==> src/design/mbe_ram.sv <==
// Generic single-write, single-read RAM with a registered read port.
// No dependencies.
`timescale 1ns / 1ps
`default_nettype none

module mbe_ram #(
    parameter int WIDTH = 8,
    parameter int DEPTH = 16
) (
    input  wire logic                     i_clk,
    input  wire logic                     i_we,
    input  wire logic [$clog2(DEPTH)-1:0] i_waddr,
    input  wire logic [WIDTH-1:0]         i_wdata,
    input  wire logic [$clog2(DEPTH)-1:0] i_raddr,
    output logic      [WIDTH-1:0]         o_rdata
);

    logic [WIDTH-1:0] r_mem [DEPTH];

    always_ff @(posedge i_clk) begin
        if (i_we) begin
            r_mem[i_waddr] <= i_wdata;
        end
        o_rdata <= r_mem[i_raddr];
    end

endmodule

`default_nettype wire

==> config.mk <==
export PLATFORM = sky130hd
export DESIGN_NAME = mbe_ram
export DESIGN_NICKNAME = d
export VERILOG_FILES = /design/src/design/mbe_ram.sv
export SDC_FILE = /design/constraint.sdc
export NUM_CORES = 1
export LEC_CHECK = 0
export BUFFER_PORTS_ARGS = -buffer_cell sky130_fd_sc_hd__clkbuf_2
export CORE_MARGIN = 2
export CORE_UTILIZATION = 30
export CTS_BUF_LIST = sky130_fd_sc_hd__clkbuf_4 sky130_fd_sc_hd__clkbuf_8
export DETAILED_ROUTE_END_ITERATION = 7
export GPL_TIMING_DRIVEN = 0
export RECOVER_POWER = 100
export SETUP_SLACK_MARGIN = 0.3
export SLEW_MARGIN = 30
export SYNTH_ARGS = -nofsm -noshare
export SYNTH_HDL_FRONTEND = slang
export SYNTH_SLANG_ARGS = --single-unit
==> constraint.sdc <==
create_clock -name i_clk -period 1.9 [get_ports i_clk]
set_clock_uncertainty 0.05 [all_clocks]
set_input_delay 0.38 -clock i_clk [delete_from_list [all_inputs] [get_ports i_clk]]
set_output_delay 0.38 -clock i_clk [all_outputs]
set_load 0.02 [all_outputs]
==> impl_metrics.yaml <==
critical_path:
  crit_family: "simple AND/OR/NAND/NOR gates"
  crit_chain: "clkbuf_1, or3b_2, nor2_1"
  slowest_delay_ns: 0.64
  worst-path-buf-inv: 1
  worstPathArrival_ns: 1.70
  cp.required_ns: 1.91
  cp-end-kind: "flip-flop"
  cp_max_fo: 8
  cpMaxStageDelayCell: "nor2_1"
  criticalPathCategory: "primary input to flip-flop"
  setup.worst_path.start_class: "primary input"
drt:
  vias_per_cell: 4.590
  ant_nets: 0
  drt_first_pass_iters: 4
  drcViolationCount: 0
  wl_per_cell_um: 19.86
  drt-total-wl_um: 10030
  num_vias: 2318
  drtIter0Drc: 210
run_status:
  status: "complete, no violations"
die:
  die_area_um2: 18220
  initial_utilization_pct: 30.82
  ios: 26
  design.core.area_um2: 16700
  fp.dieW_um: 135.0
  die_y_um: 135.0
  core.rowCount: 47
cts:
  clock_sinks: 136
  clock_path_buffers: 2
  insertion_delay_ns: 0.43
  clkTransAtPathRegs_ns: 0.07
  cts_root_buffer: "clkbuf_8"
  numCtsBuffers: 17
  ctsHoldBuffers: 0
  htree_num_levels: 4
  cts_tree: "done"
  cts_setup_buffers: 0
global_routing:
  antenna_found_initial: 0
  grt_usage_pct: 11.67
  grt_max_degree: 17
  gr-total-overflow: 0
  grt_pass1_vias: 2417
  grt_pass1_wl_um: 14670
finish:
  postLayoutCellArea_um2: 5961
  area_delta_synth_final_pct: 15.80
  utilization_pct: 35.69
  nets: 290
  antenna-diode-count: 0
  drive_above_1_share_pct: 24.56
  fillerInstances: 1583
place:
  post_dp_cell_area_um2: 5563
  place_ws_ns: -0.2249
  dp_hpwl_um: 6467
  numPortBuffers: 24
  gp_congestion: 0.6635
job:
  max_cap_violations: 0
power_and_ir_drop:
  ir_drop_mv: 0.4120
  power_switching_uw: 1251
  total_leakage_power_uw: 0.001912
  clkPwrFrac_pct: 40.7
  combPwrFrac_pct: 5.3
  swShare_pct: 20.06
  p_seq_share_pct: 54.0
  powerDensity_nw_per_um2: 1046
  internal-power_uw: 4985
timing:
  clock.fmax_mhz: 592.4
  rsz0062_at_grt: "true"
  slew_headroom_pct: 46.45
  worstMarginPinSlew_ns: 0.8003
  period_needed_ns: 1.688
  tns_ns: 0
  setup_viol: 0
  fin_ws_ns: 0.2119
  maxSlewViolCount: 0
  hold_viol_final: 0
  min_period_over_period_pct: 88.85
synth:
  ys_seq_elements: 136
  netlist_instances: 229
  synth_nets: 247
  avgSynthCellArea_um2: 22.48
  ys_types: 19
  yosysSeqAreaShare_pct: 77.78
  yosys_warnings: 0
  synthesis.area_um2: 5147
worst_hold_path:
  min_path_type: "primary input to flip-flop"
==> flip-flops by register name (all words and copies together), names as in the netlist <==
| name | cells |
|---|---|
| o_rdata | 8 |
| r_mem | 128 |
==> layout make-up <==
cell class	count	area [um^2]	share of cell area, %
multi-input combinational	83	1077	18.07
buffer	10	77.57	1.301
clock buffer	22	277.8	4.660
sequential	136	4004	67.17
clock inverter	10	151.4	2.540
tap	220	275.3	4.618
timing repair buffer	24	97.59	1.637
==> power by group through the flow <==
stage	clock (uW)	combinational (uW)	sequential [uW]
6_report	2540	331	3370
5_1_grt	2700	362	3370
4_1_cts	2570	351	3370
3_5_place_dp	0	350	3430
3_3_place_gp	0	340	3430
2_1_floorplan	0	171	3460
==> worst paths after layout <==
check,end,slack (ns),depth (start not counted),start
max,r_mem[3][0],0.21,3,i_we
min,o_rdata[7],0.43,4,i_raddr[1]
max reg2reg,o_rdata[0],0.41,3,r_mem[6][0]
min reg2reg,o_rdata[3],0.64,3,r_mem[8][3]
==> through the flow <==
stage	cells	total power (uW)	hold slack (ns)
2_1_floorplan	229	3626	0.4289
4_1_cts	505	6291	0.3450
3_3_place_gp	473	3771	0.6146
6_report	505	6235	0.4281
5_1_grt	505	6432	0.4465
3_5_place_dp	473	3785	0.6155
==> cells by family after synthesis <==
kind of cell	after synthesis	synth area share (%)
AND/OR/NAND/NOR	35	3.184
flip-flops	136	77.78
AO/OA/AOI/OAI	16	2.334
buffers and inverters	10	1.677
multiplexers	32	15.02
==> layout by cell type, fill, tap and decap left out, drive strengths merged <==
master         count
and2               1
dfxtp              8
nor3               4
a22oi             16
nand2b             2
nor2b              1
bufinv             4
or3b               1
nand3b             2
mux4              32
clkinv             5
nor2              13
clkdlybuf4s25      3
edfxtp           128
and2b              1
clkbuf            48
nand2              9
nand3              1
clkinvlp           1
buf                5
==> layer usage <==
metal	global-route usage, %	part of all wire (%)	vias up
li1	-	-	1058
met1	15.67	45	1192
met2	17.91	49	60
met3	3.453	5.9	8
met4	4.688	0.91	0
met5	0	0	-
==> Yosys cell counts <==
library cell     number  area, um^2
a22oi_1              16       120.1
and2_1                1       6.260
and2b_1               1       7.510
buf_2                 3       15.01
buf_4                 1       7.510
buf_6                 3       33.78
clkdlybuf4s25_2       3       30.03
dfxtp_1               8       160.2
edfxtp_1            128        3844
mux4_1               14       367.9
mux4_2               18       405.4
nand2_1               9       33.78
nand2b_1              2       12.51
nand3_1               1       5.000
nand3b_1              2       15.01
nor2_1               13       48.80
nor2b_1               1       6.260
nor3_1                4       20.02
or3b_2                1       8.760
==> tightest hold or removal path: stages <==
cell and delay, ns:
clkbuf_2 0.15, mux4_2 0.20, a22oi_1 0.09, nand2_1 0.07
==> what timing repair did <==
action | in CTS | in global routing
pin swaps | 0 | 0
hold endpoints to repair | 0 | 0
endpoints found under the setup margin | 24 | 32
resized for setup | 0 | 1
No activity file was read; power rests on OpenSTA's default activity.
